### src/art_pkg.sv
// Package for the ACK range tracker: sizes, word types, state and status codes.
package art_pkg;

    // Depth of the range list and the index and count widths that follow from it
    localparam int MAX_RANGES = 16;
    localparam int IDX_W      = $clog2(MAX_RANGES);
    localparam int CNT_W      = $clog2(MAX_RANGES + 1);

    // Input word
    typedef struct packed {
        logic [31:0] packet_number;
        logic        ack_eliciting;
    } art_in_t;

    // Result word
    typedef struct packed {
        logic        item_kind;
        logic [31:0] largest_ack;
        logic [5:0]  ack_range_count;
        logic [31:0] first_range_length;
        logic [31:0] gap_size;
        logic [31:0] range_length;
        logic [2:0]  update_status;
        logic        last_item;
    } art_out_t;

    // One stored range, start and end inclusive
    typedef struct packed {
        logic [31:0] rstart;
        logic [31:0] rend;
    } range_t;

    // Sequencer states
    typedef enum logic [2:0] {
        ST_IDLE,
        ST_SCAN,
        ST_UPDATE,
        ST_SHIFT,
        ST_FIN,
        ST_EMIT
    } art_state_t;

    // Update status codes
    localparam logic [2:0] UPD_NEW   = 3'd0;
    localparam logic [2:0] UPD_EXT   = 3'd1;
    localparam logic [2:0] UPD_MERGE = 3'd2;
    localparam logic [2:0] UPD_DUP   = 3'd3;
    localparam logic [2:0] UPD_FULL  = 3'd4;

    // Item kinds
    localparam logic KIND_HDR   = 1'b0;
    localparam logic KIND_RANGE = 1'b1;

endpackage

### src/ack_range_tracker.sv
// ACK range tracker: range list in a one-port-read memory, walked by a small sequencer.
//
//  channel   | handshake              | word
//  ----------+------------------------+---------------------------
//  command   | start, busy            | cmd    (art_in_t)
//  result    | result_valid (strobe)  | result (art_out_t)
//
// One word runs three walks through the single memory read port, one entry per
// cycle: a scan over the stored ranges, a shift pass over the entries that move,
// and an emit pass over the ranges after the update. Choosing the update comes
// between scan and shift, the final write between shift and emit. The longest
// run is for a new range above all others in a full list. A new word is taken
// only in idle, so not before the results of the last word have all left.
// busy stays high through the cycle that carries the last result; results
// leave one per cycle and cannot be held off.
// After reset the list is empty; no clearing pass is needed.
module ack_range_tracker (
    input  logic              clk,
    input  logic              rst_n,
    input  logic              start,
    output logic              busy,
    input  art_pkg::art_in_t  cmd,
    output logic              result_valid,
    output art_pkg::art_out_t result
);
    import art_pkg::*;

    art_state_t state_reg, state_next;

    art_in_t          in_reg, in_next;
    logic [CNT_W-1:0] n_reg, n_next;
    logic [2:0]       st_reg, st_next;
    logic [CNT_W-1:0] k_reg, k_next;
    range_t           lo_reg, lo_next;
    range_t           hi_reg, hi_next;
    logic             hi_found_reg, hi_found_next;
    logic             dup_reg, dup_next;

    // Walker: source index, remaining reads, direction
    logic [IDX_W-1:0] src_reg, src_next;
    logic [CNT_W-1:0] rem_reg, rem_next;
    logic             asc_reg, asc_next;
    logic             rvld_reg, rvld_next;
    logic [IDX_W-1:0] ridx_reg, ridx_next;

    // Final write after the shift pass
    logic             fin_we_reg, fin_we_next;
    logic [IDX_W-1:0] fin_addr_reg, fin_addr_next;
    range_t           fin_data_reg, fin_data_next;

    logic [31:0]      prev_start_reg, prev_start_next;
    art_out_t         out_reg, out_next;
    logic             out_vld_reg, out_vld_next;

    // Memory ports
    range_t           mem [MAX_RANGES];
    range_t           rdata_reg;
    logic [IDX_W-1:0] rd_addr;
    logic             mem_we;
    logic [IDX_W-1:0] mem_waddr;
    range_t           mem_wdata;

    logic             walking;
    logic             rd_en;
    logic             walk_done;
    logic             adj_lo;
    logic             adj_hi;
    logic             full;
    logic             in_lo;
    logic             in_hi;
    logic [IDX_W-1:0] k_idx;
    logic [IDX_W-1:0] km1;
    logic [IDX_W-1:0] top;

    // Range memory: one write, one registered read per cycle
    always_ff @(posedge clk)
    begin
        if (mem_we)
        begin
            mem[mem_waddr] <= mem_wdata;
        end
        rdata_reg <= mem[rd_addr];
    end

    // Walker status
    assign walking   = (state_reg == ST_SCAN) || (state_reg == ST_SHIFT) ||
                       (state_reg == ST_EMIT);
    assign rd_en     = walking && (rem_reg != '0);
    assign rd_addr   = src_reg;
    assign walk_done = (rem_reg == '0) && !rvld_reg;

    // Decision terms; adjacency compares run at 33 bits so there is no wrap
    assign adj_lo = (k_reg != '0) &&
                    (({1'b0, lo_reg.rend} + 33'd1) == {1'b0, in_reg.packet_number});
    assign adj_hi = hi_found_reg &&
                    (({1'b0, in_reg.packet_number} + 33'd1) == {1'b0, hi_reg.rstart});
    assign full   = (n_reg >= CNT_W'(MAX_RANGES));
    assign k_idx  = k_reg[IDX_W-1:0];
    assign km1    = IDX_W'(k_reg - CNT_W'(1));
    assign top    = IDX_W'(n_reg - CNT_W'(1));
    assign in_lo  = (rdata_reg.rstart <= in_reg.packet_number);
    assign in_hi  = (in_reg.packet_number <= rdata_reg.rend);

    // Next state
    always_comb
    begin
        state_next = state_reg;
        case (state_reg)
            ST_IDLE:
            begin
                if (start)
                begin
                    state_next = ST_SCAN;
                end
            end
            ST_SCAN:
            begin
                if (walk_done)
                begin
                    state_next = ST_UPDATE;
                end
            end
            ST_UPDATE:
            begin
                state_next = ST_SHIFT;
            end
            ST_SHIFT:
            begin
                if (walk_done)
                begin
                    state_next = ST_FIN;
                end
            end
            ST_FIN:
            begin
                if (in_reg.ack_eliciting && (n_reg != '0))
                begin
                    state_next = ST_EMIT;
                end
                else
                begin
                    state_next = ST_IDLE;
                end
            end
            ST_EMIT:
            begin
                if (walk_done)
                begin
                    state_next = ST_IDLE;
                end
            end
            default:
            begin
                state_next = ST_IDLE;
            end
        endcase
    end

    // Datapath and outputs
    always_comb
    begin
        in_next         = in_reg;
        n_next          = n_reg;
        st_next         = st_reg;
        k_next          = k_reg;
        lo_next         = lo_reg;
        hi_next         = hi_reg;
        hi_found_next   = hi_found_reg;
        dup_next        = dup_reg;
        src_next        = src_reg;
        rem_next        = rem_reg;
        asc_next        = asc_reg;
        rvld_next       = 1'b0;
        ridx_next       = ridx_reg;
        fin_we_next     = fin_we_reg;
        fin_addr_next   = fin_addr_reg;
        fin_data_next   = fin_data_reg;
        prev_start_next = prev_start_reg;
        out_next        = out_reg;
        out_vld_next    = 1'b0;
        mem_we          = 1'b0;
        mem_waddr       = '0;
        mem_wdata       = rdata_reg;

        // Walker advance, one read per cycle
        if (rd_en)
        begin
            rvld_next = 1'b1;
            ridx_next = src_reg;
            src_next  = asc_reg ? (src_reg + IDX_W'(1)) : (src_reg - IDX_W'(1));
            rem_next  = rem_reg - CNT_W'(1);
        end

        case (state_reg)
            ST_IDLE:
            begin
                if (start)
                begin
                    in_next       = cmd;
                    k_next        = '0;
                    hi_found_next = 1'b0;
                    dup_next      = 1'b0;
                    src_next      = '0;
                    rem_next      = n_reg;
                    asc_next      = 1'b1;
                end
            end

            // Scan: find duplicate, the range below and the range above
            ST_SCAN:
            begin
                if (rvld_reg)
                begin
                    if (in_lo && in_hi)
                    begin
                        dup_next = 1'b1;
                    end
                    if (!in_hi)
                    begin
                        k_next  = CNT_W'(ridx_reg) + CNT_W'(1);
                        lo_next = rdata_reg;
                    end
                    else if (!hi_found_reg)
                    begin
                        hi_next       = rdata_reg;
                        hi_found_next = 1'b1;
                    end
                end
            end

            // Pick the update and set up the shift pass
            ST_UPDATE:
            begin
                rem_next    = '0;
                fin_we_next = 1'b0;
                st_next     = UPD_EXT;
                if (dup_reg)
                begin
                    st_next = UPD_DUP;
                end
                else if (adj_lo && adj_hi)
                begin
                    st_next       = UPD_MERGE;
                    fin_we_next   = 1'b1;
                    fin_addr_next = km1;
                    fin_data_next = '{rstart: lo_reg.rstart, rend: hi_reg.rend};
                    asc_next      = 1'b1;
                    src_next      = k_idx + IDX_W'(1);
                    rem_next      = n_reg - CNT_W'(1) - k_reg;
                    n_next        = n_reg - CNT_W'(1);
                end
                else if (adj_lo)
                begin
                    fin_we_next   = 1'b1;
                    fin_addr_next = km1;
                    fin_data_next = '{rstart: lo_reg.rstart, rend: in_reg.packet_number};
                end
                else if (adj_hi)
                begin
                    fin_we_next   = 1'b1;
                    fin_addr_next = k_idx;
                    fin_data_next = '{rstart: in_reg.packet_number, rend: hi_reg.rend};
                end
                else if (full)
                begin
                    st_next = UPD_FULL;
                    if (k_reg != '0)
                    begin
                        fin_we_next   = 1'b1;
                        fin_addr_next = km1;
                        fin_data_next = '{rstart: in_reg.packet_number,
                                          rend: in_reg.packet_number};
                        asc_next      = 1'b1;
                        src_next      = IDX_W'(1);
                        rem_next      = k_reg - CNT_W'(1);
                    end
                end
                else
                begin
                    st_next       = UPD_NEW;
                    fin_we_next   = 1'b1;
                    fin_addr_next = k_idx;
                    fin_data_next = '{rstart: in_reg.packet_number,
                                      rend: in_reg.packet_number};
                    asc_next      = 1'b0;
                    src_next      = IDX_W'(n_reg - CNT_W'(1));
                    rem_next      = n_reg - k_reg;
                    n_next        = n_reg + CNT_W'(1);
                end
            end

            // Shift pass: move each entry one place down or up
            ST_SHIFT:
            begin
                if (rvld_reg)
                begin
                    mem_we    = 1'b1;
                    mem_waddr = asc_reg ? (ridx_reg - IDX_W'(1)) : (ridx_reg + IDX_W'(1));
                    mem_wdata = rdata_reg;
                end
            end

            // Final write, then set up the descending emit walk
            ST_FIN:
            begin
                if (fin_we_reg)
                begin
                    mem_we    = 1'b1;
                    mem_waddr = fin_addr_reg;
                    mem_wdata = fin_data_reg;
                end
                asc_next = 1'b0;
                src_next = top;
                rem_next = n_reg;
            end

            // Emit: header from the top range, then one word per lower range
            ST_EMIT:
            begin
                if (rvld_reg)
                begin
                    out_vld_next           = 1'b1;
                    prev_start_next        = rdata_reg.rstart;
                    out_next               = '0;
                    out_next.update_status = st_reg;
                    out_next.last_item     = (ridx_reg == '0);
                    if (ridx_reg == top)
                    begin
                        out_next.item_kind          = KIND_HDR;
                        out_next.largest_ack        = rdata_reg.rend;
                        out_next.ack_range_count    = 6'(n_reg - CNT_W'(1));
                        out_next.first_range_length = rdata_reg.rend - rdata_reg.rstart;
                    end
                    else
                    begin
                        out_next.item_kind    = KIND_RANGE;
                        out_next.gap_size     = prev_start_reg - 32'd1 - rdata_reg.rend;
                        out_next.range_length = rdata_reg.rend - rdata_reg.rstart;
                    end
                end
            end

            default:
            begin
                rem_next = '0;
            end
        endcase
    end

    // Control registers
    always_ff @(posedge clk or negedge rst_n)
    begin
        if (!rst_n)
        begin
            state_reg   <= ST_IDLE;
            n_reg       <= '0;
            rem_reg     <= '0;
            rvld_reg    <= 1'b0;
            out_vld_reg <= 1'b0;
            fin_we_reg  <= 1'b0;
        end
        else
        begin
            state_reg   <= state_next;
            n_reg       <= n_next;
            rem_reg     <= rem_next;
            rvld_reg    <= rvld_next;
            out_vld_reg <= out_vld_next;
            fin_we_reg  <= fin_we_next;
        end
    end

    // Payload registers
    always_ff @(posedge clk)
    begin
        in_reg         <= in_next;
        st_reg         <= st_next;
        k_reg          <= k_next;
        lo_reg         <= lo_next;
        hi_reg         <= hi_next;
        hi_found_reg   <= hi_found_next;
        dup_reg        <= dup_next;
        src_reg        <= src_next;
        asc_reg        <= asc_next;
        ridx_reg       <= ridx_next;
        fin_addr_reg   <= fin_addr_next;
        fin_data_reg   <= fin_data_next;
        prev_start_reg <= prev_start_next;
        out_reg        <= out_next;
    end

    assign busy         = (state_reg != ST_IDLE);
    assign result_valid = out_vld_reg;
    assign result       = out_reg;

`ifndef SYNTHESIS
    // Range count never exceeds the list depth
    a_count_bound: assert property (@(posedge clk) disable iff (!rst_n)
        n_reg <= CNT_W'(MAX_RANGES))
        else $error("range count above list depth");

    // A result word only follows a cycle of the emit pass
    a_out_from_emit: assert property (@(posedge clk) disable iff (!rst_n)
        result_valid |-> $past(state_reg == ST_EMIT))
        else $error("result strobe outside emit pass");

    // Header count is one less than the stored range count
    a_hdr_count: assert property (@(posedge clk) disable iff (!rst_n)
        (result_valid && (result.item_kind == KIND_HDR)) |->
            (result.ack_range_count == 6'(n_reg - CNT_W'(1))))
        else $error("header range count mismatch");

    // An accepted word makes the block busy
    a_accept_busy: assert property (@(posedge clk) disable iff (!rst_n)
        (start && !busy) |=> busy)
        else $error("accepted word did not raise busy");
`endif

endmodule
### config.mk
export PLATFORM = sky130hd
export DESIGN_NAME = ack_range_tracker
export DESIGN_NICKNAME = d
export VERILOG_FILES = /design/src/art_pkg.sv /design/src/ack_range_tracker.sv
export SDC_FILE = /design/constraint.sdc
export NUM_CORES = 2
export LEC_CHECK = 0
export ABC_AREA = 1
export BUFFER_PORTS_ARGS = -buffer_cell sky130_fd_sc_hd__buf_4
export CAP_MARGIN = 10
export CORE_MARGIN = 4
export CORE_UTILIZATION = 50
export DETAILED_ROUTE_END_ITERATION = 10
export GPL_TIMING_DRIVEN = 0
export PLACE_DENSITY = 0.71
export SLEW_MARGIN = 20
export SYNTH_ARGS = -nofsm -noshare
export SYNTH_HDL_FRONTEND = slang
export SYNTH_SLANG_ARGS = --single-unit
### constraint.sdc
create_clock -name clk -period 10.7 [get_ports clk]
set_input_delay 0 -clock clk [delete_from_list [all_inputs] [get_ports clk]]
set_output_delay 0 -clock clk [all_outputs]
set_load 0.02 [all_outputs]
==> results.ini <==
[status]
run_status = completed

[drt]
drtPass1Iterations = 8
vias_per_cell = 6.15
drc_errors = 0
routedWlPerCell_um = 28.4
dr_total_vias = 47500
routed_wirelength_mm = 219
ant_nets = 0
drt_iter0_drc = 6681

[final_layout]
syn_to_final_growth_pct = 18.0
fillCellCount = 10200
nNetsFinal = 6048
multi_input_area_mm2 = 0.0190
largest_reg_flops = 1024
drive_above_1_share_pct = 11.7
seqCellArea_mm2 = 0.0450
regMostFlops = mem

[placed_design]
io_buffers = 176
place_congestion = 0.957
post-dp-hpwl_mm = 157
dp_slack_ns = 5.78

[die]
coreArea_mm2 = 0.130
die_y_um = 371
die_area_mm2 = 0.138
start_util_pct = 50.6
die_x_um = 371
io_pins = 177
rows = 132

[global_routing]
grt_pass1_wl_mm = 312
antenna_found_initial = 9
grt_start_max_net_pins = 33
overflow = 0
grt_usage_pct = 31.5
grt_pass1_vias = 45700

[synthesis]
ys_warn_count = 0
synth_seq_cells = 1523
async_reset_ff_share_pct = 1.05
synthCells = 5334
synth_area_per_cell_um2 = 12.3
synthXorXnorAreaFrac_pct = 1.55
synth_area_mm2 = 0.0659
ys_seq_area_share_pct = 68.3
syn-num-nets = 5528
synth_top_family_by_area = simple AND/OR/NAND/NOR gates
synthAdderAreaFrac_pct = 3.07
synthSimpleGateAreaFrac_pct = 10.7
muxShareOfSynthArea_pct = 2.61
synth.distinct_cells = 60
synth_compound_area_share_pct = 10.4
ys.flop_type = edfxtp_1
synth-edff-count = 1439

[job]
cap_violations = 0

[power_and_ir_drop]
ir_drop_mv = 0.154
powerDensity_mw_per_mm2 = 311
leakagePower_nw = 27.7
p_total_mw = 24.2

[clocking]
cts_tree = done
cts_resized = 0
hold_buffers = 69
worstSkewPairLatency_ns = 0.79
cts_htree_levels = 4
path_clk_slew_ns = 0.06
cts_sinks = 1523
cts_setup_buffers = 0
clock-root-buffer = clkbuf_16
cts_buffers = 154
max-clock-path-buffers = 3

[critical_path]
path_cells = clkbuf_1, inv_1, ha_1, or2_2, nand2_1, inv_1, nor2_1, nor3_1, nand2_1, clkbuf_1, clkbuf_1, nor2_1
critPathMaxFanout = 10
path_class = reg2reg
crit_path_end_kind = register
crit_path_start_kind = register
cpMostUsedCell = clkbuf_1
crit_arrival_ns = 5.37
crit_slowest_cell = clkbuf_1
required_ns = 11.14
max_stage_delay_ns = 0.80

[sta]
min_period_over_period_pct = 46.0
finClkSkew_ns = 0.0276
worst_slew_pin_slew_ns = 1.22
hold_ws_ns = 0.0971
worst_slack_ns = 5.78
fin_tns_setup_ns = 0
min_period_ns = 4.92
finalHoldViolCount = 0
relSlewSlack_pct = 18.4
setup_viol = 0
rsz0062_at_grt = false
maxClockFrequency_mhz = 203
drv_slew = 0

[min_path]
hp-class = in2reg

[critical path: cells and delay by family (launching register included)]
kind / cells / cell delay (ns)
buf+inv: 5 / 2.40
simple gates: 6 / 1.43
flops: 1 / 0.42
fa+ha+maj: 1 / 0.32
[layer usage]
metal / wire (um) / global-route usage, % / up-vias
met5: 13 / 0 / -
met4: 14500 / 17.7 / 2
met3: 26000 / 7.07 / 620
met2: 98800 / 49.0 / 3166
met1: 80000 / 41.2 / 23200
li1: - / - / 20600
[power breakdown]
| group | internal [mW] | leakage, nW | switching [mW] | total (mW) |
|---|---|---|---|---|
| combinational | 2.79 | 11.5 | 7.09 | 9.88 |
| clock | 3.01 | 2.42 | 2.32 | 5.33 |
| sequential | 8.25 | 13.8 | 0.716 | 8.97 |
[Yosys cell counts (15+ instances only)]
cell type  instances  area share (%)
dfrtp_1           16            0.61
nor3_1            39            0.30
inv_1            329             1.9
xnor2_1           54            0.72
o21ai_0          425             3.2
o32ai_1           75             1.0
a21oi_2           28            0.37
ha_1             152             2.9
buf_2             22            0.17
mux2i_1          172             2.6
nand4_1           34            0.32
edfxtp_1        1439              66
a21oi_1          154             1.2
clkbuf_1         201             1.1
nand3b_1          18            0.21
nor2_1           800             4.6
o221ai_1         181             2.4
nand2_1          622             3.5
dfxtp_1           68             2.1
nand3_1          151             1.1
o211ai_1          81            0.92
o21a_1            15            0.17
o22ai_1           19            0.18
o21ai_1           34            0.26
xor2_1            60            0.80
[stage by stage]
step	cell area, um^2	utilization (%)	cells
after floorplan	65900	-	5334
after global placement	69400	53.3	7252
after detailed placement	72000	55.3	7371
after CTS	77700	59.7	7720
after global routing	77700	59.7	7721
final	77700	59.7	7726
[path summary, 6_finish.rpt]
check                                to  slack [ns]  cells after the start  startpoint
max reg2reg                 result[103]        5.78                     12    n_reg[0]
min                        state_reg[0]         0.1                      4       start
min reg2reg                   result[2]        0.43                      0   st_reg[1]
max                         result[103]        5.78                     12    n_reg[0]
max in group asynchronous      rvld_reg        9.77                      3       rst_n
min in group asynchronous    rem_reg[0]        0.41                      3       rst_n
[cells by family (layout without fill, tap and decap cells)]
group	Yosys count	after routing
AOI/OAI and AO/OA	1072	1072
xor gates and xnor gates	115	115
adders and majority gates	158	158
buffers and inverters	578	1222
DFF	1523	1523
muxes	172	172
other	0	6
and+or+nand+nor	1716	1716
[cell usage in the layout (no fill, tap or decap), drive strengths merged, types with 13 or more instances in the layout]
| cell type | n |
|---|---|
| a21oi | 182 |
| a31oi | 13 |
| buf | 334 |
| clkbuf | 401 |
| clkinv | 62 |
| dfrtp | 16 |
| dfxtp | 68 |
| dlygate4sd3 | 69 |
| edfxtp | 1439 |
| ha | 152 |
| inv | 341 |
| mux2i | 172 |
| nand2 | 630 |
| nand3 | 153 |
| nand3b | 19 |
| nand4 | 34 |
| nor2 | 820 |
| nor3 | 39 |
| o211ai | 81 |
| o21a | 15 |
| o21ai | 459 |
| o21bai | 13 |
| o221ai | 181 |
| o22ai | 19 |
| o32ai | 75 |
| xnor2 | 54 |
| xor2 | 60 |
[cell type report]
class / instances / area share, %
multi-input combinational: 3233 / 24.5
clock inverter: 81 / 1.02
buffer: 241 / 1.24
inverter: 337 / 1.63
timing repair buffer: 364 / 5.52
tap: 1742 / 2.81
antenna: 6 / 0.0193
clock buffer: 199 / 5.36
sequential: 1523 / 57.9
Power figures use the tool's default switching activity.
